## src/design/gtlmo_pkg.sv

```systemverilog
package gtlmo_pkg;

    localparam int CORDIC_STEPS = 24;

    localparam logic signed [31:0] LAT_LIMIT   = 32'sd1509949440;
    localparam logic signed [31:0] DEG2RAD_Q36 = 32'sd1199381129;
    localparam logic signed [31:0] CORDIC_X0   = 32'sd652032874;
    localparam logic signed [31:0] ONE_Q30     = 32'sd1073741824;

    localparam logic signed [65:0] CM1_TERM = 66'sd7283207045 <<< 30;
    localparam logic signed [26:0] CM2 = -27'sd36688364;
    localparam logic signed [17:0] CM3 = 18'sd77005;
    localparam logic signed [8:0]  CM4 = -9'sd151;
    localparam logic signed [33:0] CP1 = 34'sd7301551882;
    localparam logic signed [23:0] CP2 = -24'sd6127616;
    localparam logic signed [14:0] CP3 = 15'sd7733;

    localparam logic [1:0] REG_ORIGIN_LAT = 2'd0;
    localparam logic [1:0] REG_ORIGIN_LON = 2'd1;

    typedef struct packed {
        logic signed [32:0] dlat;
        logic signed [33:0] dlon;
    } delta_t;

    typedef struct packed {
        delta_t             d;
        logic signed [31:0] x;
        logic signed [31:0] y;
        logic signed [31:0] z;
    } cordic_t;

    typedef struct packed {
        delta_t           d;
        logic [6:0][31:0] c;
    } cheb_t;

    function automatic logic signed [31:0] atan_q30(input logic [4:0] i);
        logic signed [31:0] r;
        case (i)
            5'd0:  r = 32'sd843314857;
            5'd1:  r = 32'sd497837829;
            5'd2:  r = 32'sd263043837;
            5'd3:  r = 32'sd133525159;
            5'd4:  r = 32'sd67021687;
            5'd5:  r = 32'sd33543516;
            5'd6:  r = 32'sd16775851;
            5'd7:  r = 32'sd8388437;
            5'd8:  r = 32'sd4194283;
            5'd9:  r = 32'sd2097149;
            5'd31: r = 32'sd0;
            default: r = 32'sd1 <<< (5'd30 - i);
        endcase
        return r;
    endfunction

endpackage

```

## src/design/gtlmo_cordic_cell.sv

```systemverilog
module gtlmo_cordic_cell (
    input  logic                  aclk,
    input  logic                  aresetn,
    input  logic [4:0]            step,
    input  logic                  in_valid,
    output logic                  in_ready,
    input  gtlmo_pkg::cordic_t    in_data,
    output logic                  out_valid,
    input  logic                  out_ready,
    output gtlmo_pkg::cordic_t    out_data
);
    logic                valid_reg;
    gtlmo_pkg::cordic_t  data_reg;
    gtlmo_pkg::cordic_t  data_next;
    logic signed [31:0]  dx;
    logic signed [31:0]  dy;

    assign in_ready  = !valid_reg || out_ready;
    assign out_valid = valid_reg;
    assign out_data  = data_reg;

    always_comb begin
        dx = in_data.y >>> step;
        dy = in_data.x >>> step;
        data_next   = in_data;
        if (!in_data.z[31]) begin
            data_next.x = in_data.x - dx;
            data_next.y = in_data.y + dy;
            data_next.z = in_data.z - gtlmo_pkg::atan_q30(step);
        end else begin
            data_next.x = in_data.x + dx;
            data_next.y = in_data.y - dy;
            data_next.z = in_data.z + gtlmo_pkg::atan_q30(step);
        end
    end

    always_ff @(posedge aclk) begin
        if (!aresetn) begin
            valid_reg <= 1'b0;
        end else if (in_ready) begin
            valid_reg <= in_valid;
        end
        if (in_ready && in_valid) begin
            data_reg <= data_next;
        end
    end
endmodule

```

## config.mk

```make
export PLATFORM = sky130hd
export DESIGN_NAME = gtlmo_cordic_cell
export DESIGN_NICKNAME = d
export VERILOG_FILES = /design/src/design/gtlmo_pkg.sv /design/src/design/gtlmo_cordic_cell.sv
export SDC_FILE = /design/constraint.sdc
export NUM_CORES = 1
export LEC_CHECK = 0
export ABC_AREA = 1
export BUFFER_PORTS_ARGS = -buffer_cell sky130_fd_sc_hd__buf_4
export CORE_MARGIN = 8
export CORE_UTILIZATION = 55
export DETAILED_ROUTE_END_ITERATION = 12
export GPL_TIMING_DRIVEN = 0
export PLACE_DENSITY = 0.8
export SYNTH_ARGS = -nofsm -noshare
export SYNTH_HDL_FRONTEND = slang
export SYNTH_SLANG_ARGS = --single-unit
```

## constraint.sdc

```tcl
create_clock -name aclk -period 24.2 [get_ports aclk]
set_clock_uncertainty 0.1 [all_clocks]
set_input_delay 1.21 -clock aclk [delete_from_list [all_inputs] [get_ports aclk]]
set_output_delay 1.21 -clock aclk [all_outputs]
set_load 0.1 [all_outputs]
```

==> run metrics <==
most common cell after layout, fill and taps aside nand2_1; slowest stage delay, CP roughly 0.56 ns; CP max FO 10; CP Class in2reg; DRT antenna net count 0; Synth Cell Area ~16000 um2; Synth Flop Type edfxtp_1; Net Count, Synth about 2.7k; postcts setup bufs 0; period utilisation layout 0.2560; multi-input logic area about 10000 um2; largest net degree at the start of global routing 33; worst hold-check path type reg2reg; Peak VDD IR around 0.066 mV; Die Span X ~190 um; # H-tree levels 4; Die ar. about 35000 um2; unrepaired setup endpoints after global routing false; vias in the first global route ~18k; power density over cell area about 80 nW/um2; Core Area between 20000 and 30000 um2; Yosys Warn Count 0; Slowest cell on crit path clkbuf_1; cts hold-fix bufs 0; vias per cell around 6.0; Yosys reg bits between 150 and 200; hold path depth 2; number of synthesized flops with an enable pin around 160; Critical Path AT between 6 and 7 ns; gr usage total 0.3759; total CTS buffers 17; Tightest Pin Transition 1.163 ns; Skew-Pair Late Insertion Delay ~0.45 ns; Unique masters post-synth 43; Critical Path RT between 20 and 25 ns; total number of vias ~19k; Worst path depth 27; Filler Cells Inserted approximately 2.5k; Max Cap Violations 0; Reg2Reg Launch Point out_valid; Async S/R FF share, synth 0; design area about 20000 um2; die height 188.1 um; Rel. slew slack 0.2249; clock slew at reported path FFs ~0.08 ns; Area Growth Syn to Fin 22.79%; crit-path leading delay family simple AND/OR/NAND/NOR gates; DR DRC count 0; Detailed Route Iter0 Violations between 2k and 2.5k; # setup viols final 0; Final Net Count 3022; DP HPWL between 50 and 60 mm; crit path capture type register; Initial Util 0.5543; Max Clk Rate 161.4 MHz; Sinks on Clock Net 164; Tmin final around 6.2 ns; post-CTS sizing 0; PnR Total Power 1602 uW; most frequent CP cell nand2_1; grt ovf 0; Pre-antenna DRT Iters 10; P_leak just under 0.01 uW; R2R depth 3; Ports 337; share of cells above drive strength 1 0.1679; CTS root buf clkbuf_16; element type at the critical path start primary input; initial antenna violation count 2; DR WL/cell roughly 22 um; Syn Inst Count ~2.4k; CTS tree built; run status finished clean; final hold violation count 0; commonest cells after routing, fill and taps aside nand2_1 (765), nand3_1 (391), buf_4 (337); Routability Congestion between 1 and 1.5; port bufs roughly 330; Rows 63; first-pass GRT wire length roughly 100 mm; CTS Buffer Depth 2; Post-Place Cell Area approximately 19000 um2; Worst Path Buf+Inv 4; Hold Startpoint out_valid; Avg Cell Area, Syn just under 7 um2; Slew Viols, Final 0; sequential fraction of the synthesis area 0.3016; Total Neg Setup Slack 0 ns; final wirelength around 70 mm; register area ~4900 um2; crit path from step[1]
-- area by class of cell --
cell class / instances / share of cell area
diodes: 1 / 0.0001250
plain buffers: 79 / 0.01876
repair buffers: 337 / 0.1295
inverters: 180 / 0.03376
multi-input cells: 1965 / 0.5169
clock inverters: 15 / 0.009691
clock buffers: 17 / 0.02126
flip-flops and latches: 164 / 0.2456
well taps: 390 / 0.02438
-- cell usage after synthesis (10+ instances only) --
library cell	instances	area, um2
a21o_1	11	82.58
nand4_1	14	87.58
inv_2	11	41.29
nand3b_1	14	105.1
nor2_1	190	713.2
xnor2_1	50	437.9
o21ai_0	77	385.4
buf_1	19	71.32
xor2_1	105	919.6
ha_1	103	1289
nor3_1	19	95.09
nand3_1	391	1957
o21ai_1	10	50.05
nor2_2	21	131.4
nand2_1	765	2872
clkbuf_1	22	82.58
inv_1	168	630.6
edfxtp_1	163	4895
a21oi_1	121	605.6
buf_2	30	150.1
-- power by group --
part | switching [uW] | internal, uW | total [uW] | leakage (uW)
sequential | 14.3 | 382 | 396 | 0.00159
clock | 153 | 143 | 295 | 0.000300
combinational | 681 | 230 | 911 | 0.00795
-- registers in the layout (all words and copies together) (netlist names) --
signal     flops
out_data     163
out_valid      1
-- logic make-up after synthesis --
logic type / after synthesis / synth area share
compound gates: 264 / 0.08990
xor+xnor: 155 / 0.08329
simple gates: 1440 / 0.3780
fa+ha+maj: 106 / 0.08276
flops: 164 / 0.3016
buf+inv: 259 / 0.06449
-- tightest hold or removal path: cells and delay by family (launching register included) --
| kind | cells | cell delay [ns] |
|---|---|---|
| compound gates | 1 | 0.11 |
| simple gates | 1 | 0.11 |
| flops | 1 | 0.35 |
-- path summary, 6_finish.rpt --
path | end | slack (ns)
setup / recovery | out_data[63] | 18.00
hold / removal | out_valid | 0.53
setup reg to reg | out_data[90] | 22.44
hold reg to reg | out_valid | 0.53
-- metrics by stage --
step | hold WS (ns) | instances | util | worst slack (ns)
after floorplan | 1.209 | 2388 | - | 14.28
after global placement | 0.3960 | 3110 | 0.6557 | 11.75
after detailed placement | 0.5278 | 3115 | 0.6595 | 17.75
after CTS | 0.5370 | 3147 | 0.6805 | 18.21
after global routing | 0.5529 | 3147 | 0.6805 | 17.68
final | 0.5339 | 3148 | 0.6806 | 18.00
-- per-layer routing --
metal	GRT usage	vias to the layer above	wire, um
met2	0.6039	1316	31500
li1	-	8717	-
met4	0.2103	2	3917
met3	0.1001	234	8094
met1	0.4513	8652	26190
met5	0	-	10
Power figures use the tool's default switching activity.
