`src/design/gtlmo_pkg.sv`:
```
package gtlmo_pkg;

    localparam int CORDIC_STEPS = 24;

    localparam logic signed [31:0] LAT_LIMIT   = 32'sd1509949440;
    localparam logic signed [31:0] DEG2RAD_Q36 = 32'sd1199381129;
    localparam logic signed [31:0] CORDIC_X0   = 32'sd652032874;
    localparam logic signed [31:0] ONE_Q30     = 32'sd1073741824;

    localparam logic signed [65:0] CM1_TERM = 66'sd7283207045 <<< 30;
    localparam logic signed [26:0] CM2 = -27'sd36688364;
    localparam logic signed [17:0] CM3 = 18'sd77005;
    localparam logic signed [8:0]  CM4 = -9'sd151;
    localparam logic signed [33:0] CP1 = 34'sd7301551882;
    localparam logic signed [23:0] CP2 = -24'sd6127616;
    localparam logic signed [14:0] CP3 = 15'sd7733;

    localparam logic [1:0] REG_ORIGIN_LAT = 2'd0;
    localparam logic [1:0] REG_ORIGIN_LON = 2'd1;

    typedef struct packed {
        logic signed [32:0] dlat;
        logic signed [33:0] dlon;
    } delta_t;

    typedef struct packed {
        delta_t             d;
        logic signed [31:0] x;
        logic signed [31:0] y;
        logic signed [31:0] z;
    } cordic_t;

    typedef struct packed {
        delta_t           d;
        logic [6:0][31:0] c;
    } cheb_t;

    function automatic logic signed [31:0] atan_q30(input logic [4:0] i);
        logic signed [31:0] r;
        case (i)
            5'd0:  r = 32'sd843314857;
            5'd1:  r = 32'sd497837829;
            5'd2:  r = 32'sd263043837;
            5'd3:  r = 32'sd133525159;
            5'd4:  r = 32'sd67021687;
            5'd5:  r = 32'sd33543516;
            5'd6:  r = 32'sd16775851;
            5'd7:  r = 32'sd8388437;
            5'd8:  r = 32'sd4194283;
            5'd9:  r = 32'sd2097149;
            5'd31: r = 32'sd0;
            default: r = 32'sd1 <<< (5'd30 - i);
        endcase
        return r;
    endfunction

endpackage

```
`src/design/gtlmo_cheb_cell.sv`:
```
module gtlmo_cheb_cell (
    input  logic                aclk,
    input  logic                aresetn,
    input  logic [2:0]          n,
    input  logic                in_valid,
    output logic                in_ready,
    input  gtlmo_pkg::cheb_t    in_data,
    output logic                out_valid,
    input  logic                out_ready,
    output gtlmo_pkg::cheb_t    out_data
);
    logic               valid_reg;
    gtlmo_pkg::cheb_t   data_reg;
    gtlmo_pkg::cheb_t   data_next;
    logic signed [63:0] prod;
    logic signed [31:0] q;

    assign in_ready  = !valid_reg || out_ready;
    assign out_valid = valid_reg;
    assign out_data  = data_reg;

    always_comb begin
        prod = $signed(in_data.c[1]) * $signed(in_data.c[n]);
        q    = 32'((prod + 64'sd536870912) >>> 30);
        data_next = in_data;
        data_next.c[3'(n + 3'd1)] = 32'((q <<< 1) - $signed(in_data.c[3'(n - 3'd1)]));
    end

    always_ff @(posedge aclk) begin
        if (!aresetn) begin
            valid_reg <= 1'b0;
        end else if (in_ready) begin
            valid_reg <= in_valid;
        end
        if (in_ready && in_valid) begin
            data_reg <= data_next;
        end
    end
endmodule

```
`config.mk`:
```
export PLATFORM = sky130hd
export DESIGN_NAME = gtlmo_cheb_cell
export DESIGN_NICKNAME = d
export VERILOG_FILES = /design/src/design/gtlmo_pkg.sv /design/src/design/gtlmo_cheb_cell.sv
export SDC_FILE = /design/constraint.sdc
export NUM_CORES = 2
export LEC_CHECK = 0
export BUFFER_PORTS_ARGS = -buffer_cell sky130_fd_sc_hd__buf_2
export CAP_MARGIN = 20
export CORE_MARGIN = 4
export CORE_UTILIZATION = 35
export CTS_BUF_LIST = sky130_fd_sc_hd__clkbuf_8
export DETAILED_ROUTE_END_ITERATION = 7
export PLACE_DENSITY = 0.54
export SYNTH_ARGS = -nofsm -noshare
export SYNTH_HDL_FRONTEND = slang
export SYNTH_SLANG_ARGS = --single-unit
```
`constraint.sdc`:
```
create_clock -name aclk -period 23.8 [get_ports aclk]
set_input_delay 4.76 -clock aclk [delete_from_list [all_inputs] [get_ports aclk]]
set_output_delay 4.76 -clock aclk [all_outputs]
set_load 0.005 [all_outputs]
```
==> summary.txt <==
Layout
  • Most frequent cells in the layout: fa_1, inv_1, nand2_1
  • Layout cells sized above 1: 17.52%
  • Area grow syn2layout: 12.33%
  • Register area: 0.008758 sq mm
  • Fillers: 14340
  • Most common cell after layout, fill and taps aside: fa_1
  • Area occupied by multi-input gates: 0.03780 sq mm
  • Nets: 7096

GRT
  • Grt total ovfl: 0
  • Gr usage total: 28.72%
  • Number of global-route vias before repair: 41740
  • First-pass GRT wire length: 311300 um
  • Initial antenna violation count: 53
  • Largest net degree at the start of global routing: 147

Clock tree
  • Post-CTS Resized: 0
  • CTS sink count: 292
  • # H-tree levels: 2
  • TritonCTS Buffers: 50
  • Post-CTS Repair Setup Buffers: 0
  • Clk slew on worst S/H paths: 70 ps
  • Clock latency on the worst-skew pair: 730 ps
  • Root Buffer: clkbuf_8
  • Cts hold-fix bufs: 0
  • CTS Buffer Depth: 3
  • CTS tree: built

Routing
  • Via density: 5.359
  • DRC Markers: 0
  • WL/cell: 29.11 um
  • DRT iter0 DRCs: 3783
  • DRT antenna net count: 0
  • Routed vias: 40260
  • Routed WL: 218700 um
  • Initial DRT Pass Iterations: 6

Synth
  • Post-synth EDFFs: 291
  • Warnings from Yosys: 0
  • #FFs+latches synth: 292
  • Synthesized instance count: 5080
  • Cell Area, Synth: 0.05102 sq mm
  • Yosys cell types: 70
  • Synth Area per Inst: 10.04 sq um
  • Top_reg_cell synth: edfxtp_1
  • Post-synth net total: 6635
  • FFs w/ async S/R, synth: 0%
  • Post-synthesis sequential area ratio: 17.17%

Worst setup path
  • Crit Path Category: primary input to flop
  • CP startpoint kind: primary input
  • Critical Path End Type: flop
  • Worst path slowest cell: buf_4
  • Flop2flop setup slack: 19880 ps
  • Buffers & Inverters on Critical Path: 5
  • Most frequent CP cell: fa_1
  • Levels on crit path: 39
  • CP peak stage delay: 850 ps
  • Reg2reg start: out_valid
  • Worst EP arrival: 18590 ps
  • R2R cell count: 4
  • Crit path required time: 24200 ps
  • CP max FO: 60
  • Crit path max-delay family: compound AO/OA/AOI/OAI gates
  • FF-to-FF End: out_data[260]

Floorplan
  • Initial Util: 35.39%
  • IO Pins: 591
  • Core area: 0.1442 sq mm
  • Die X: 389.8 um
  • Die area: 0.1519 sq mm
  • Cell Rows: 139
  • Die Y: 389.8 um

Timing
  • Fin Clk Skew: 78.01 ps
  • Post-route minimum period: 18190 ps
  • Final Cycle Share: 76.45%
  • RSZ-0062 raised after global routing: no
  • Slew Limit Fails: 0
  • Normalized max-slew margin: 20.21%
  • Final setup viols: 0
  • Max Fclk: 54.96 MHz
  • Final Hold Viols: 0
  • Setup TNS Final: 0 ps
  • Worst Tran Pin Value: 1192 ps

Place
  • PortBufs: 590
  • Gpl congestion: 0.9922
  • Dpl hpwl: 168100 um

Status
  • Status: complete, no violations

Worst hold path
  • Worst hold start: out_valid
  • Hold crit path type: flop to flop
  • Hold EP: out_valid
  • Hold Path Cell Cnt: 2

Flow run
  • Max_cap viols: 0
==> registers in the layout, summed over array words and instances (netlist names) <==
name	flops
out_data	291
out_valid	1
==> worst reg2reg max path, delay by kind of cell, from the launching register on <==
family | cells | cell delay, ps
buffers and inverters | 2 | 1630
AND/OR/NAND/NOR | 2 | 1250
flip-flops | 1 | 440
==> logic make-up (layout without fill, tap and decap cells) <==
kind of cell | count (synthesis) | count (layout) | share of synthesized area [%]
fa+ha+maj | 1257 | 1257 | 46.29
simple gates | 1574 | 1574 | 14.97
other cells | 0 | 32 | 0
compound gates | 443 | 443 | 5.391
flops | 292 | 292 | 17.17
buf+inv | 1230 | 1727 | 9.094
mux | 201 | 201 | 5.665
xor+xnor | 83 | 83 | 1.425
==> per-stage QoR <==
step                      hold WS (ps)  std cells  instance area (sq um)  utilization [%]  setup slack, ps
final                             1082       7512                  57310            39.75             5606
after detailed placement          1036       7389                  56250            39.01             5067
after CTS                         1062       7477                  57180            39.66             5789
after global placement            1049       7386                  56230            39.00             5054
after floorplan                  536.6       5080                  51020                -             7927
after global routing              1096       7499                  57270            39.72             5130
==> cell type report <==
class | count | share of cell area [%]
multi-input combinational | 3558 | 65.96
clock inverter | 38 | 0.4301
clock buffer | 50 | 1.201
timing repair buffer | 702 | 6.692
antenna | 32 | 0.1397
tap | 1903 | 4.155
sequential | 292 | 15.28
inverter | 937 | 6.137
==> worst max-delay path by stage <==
stage	start	to	slack, ps
final	n[0]	out_data[94]	5610
after global routing	n[0]	out_data[94]	5130
after CTS	n[0]	out_data[182]	5790
after detailed placement	n[0]	out_data[94]	5070
after global placement	n[0]	out_data[94]	5050
after floorplan	n[1]	out_data[121]	7930
==> metal layers <==
metal | vias to the layer above | wire length, um | global-route usage (%)
met5 | - | 70 | 0
met4 | 12 | 13860 | 15.52
met3 | 438 | 16960 | 4.962
met2 | 2067 | 102600 | 46.64
met1 | 21130 | 85230 | 36.73
li1 | 16610 | - | -
==> Yosys cell counts, types with 4 or more instances <==
| library cell | instances | area, sq um |
|---|---|---|
| fa_1 | 1051 | 21040 |
| inv_1 | 936 | 3513 |
| nand2_1 | 785 | 2947 |
| nor2b_1 | 292 | 1827 |
| edfxtp_1 | 291 | 8738 |
| clkbuf_1 | 266 | 998.5 |
| and2_1 | 249 | 1558 |
| ha_1 | 206 | 2577 |
| o21ai_0 | 160 | 800.8 |
| a21oi_1 | 102 | 510.5 |
| nor2_1 | 87 | 326.6 |
| mux2_2 | 82 | 923.4 |
| xnor2_1 | 68 | 595.6 |
| mux4_2 | 62 | 1396 |
| mux2i_1 | 57 | 570.6 |
| a21o_1 | 43 | 322.8 |
| nand2b_1 | 38 | 237.7 |
| o211ai_1 | 36 | 270.3 |
| nand3_1 | 35 | 175.2 |
| and3_1 | 33 | 206.5 |
| o31ai_1 | 18 | 135.1 |
| buf_2 | 15 | 75.07 |
| xor2_1 | 15 | 131.4 |
| nand4_1 | 14 | 87.58 |
| a221o_1 | 12 | 120.1 |
| nor3_1 | 12 | 60.06 |
| buf_1 | 11 | 41.29 |
| or2_2 | 11 | 68.82 |
| a211oi_1 | 10 | 75.07 |
| o21a_1 | 9 | 67.56 |
| nor4_1 | 6 | 37.54 |
| o21bai_1 | 6 | 45.04 |
| a31oi_1 | 5 | 31.28 |
| a221oi_1 | 4 | 35.03 |
| nor3b_1 | 4 | 30.03 |
| o21ai_1 | 4 | 20.02 |
Power is left out: the tool's default activity adds up to more than one toggle a clock period on the data nets, which glitch-free logic cannot reach.
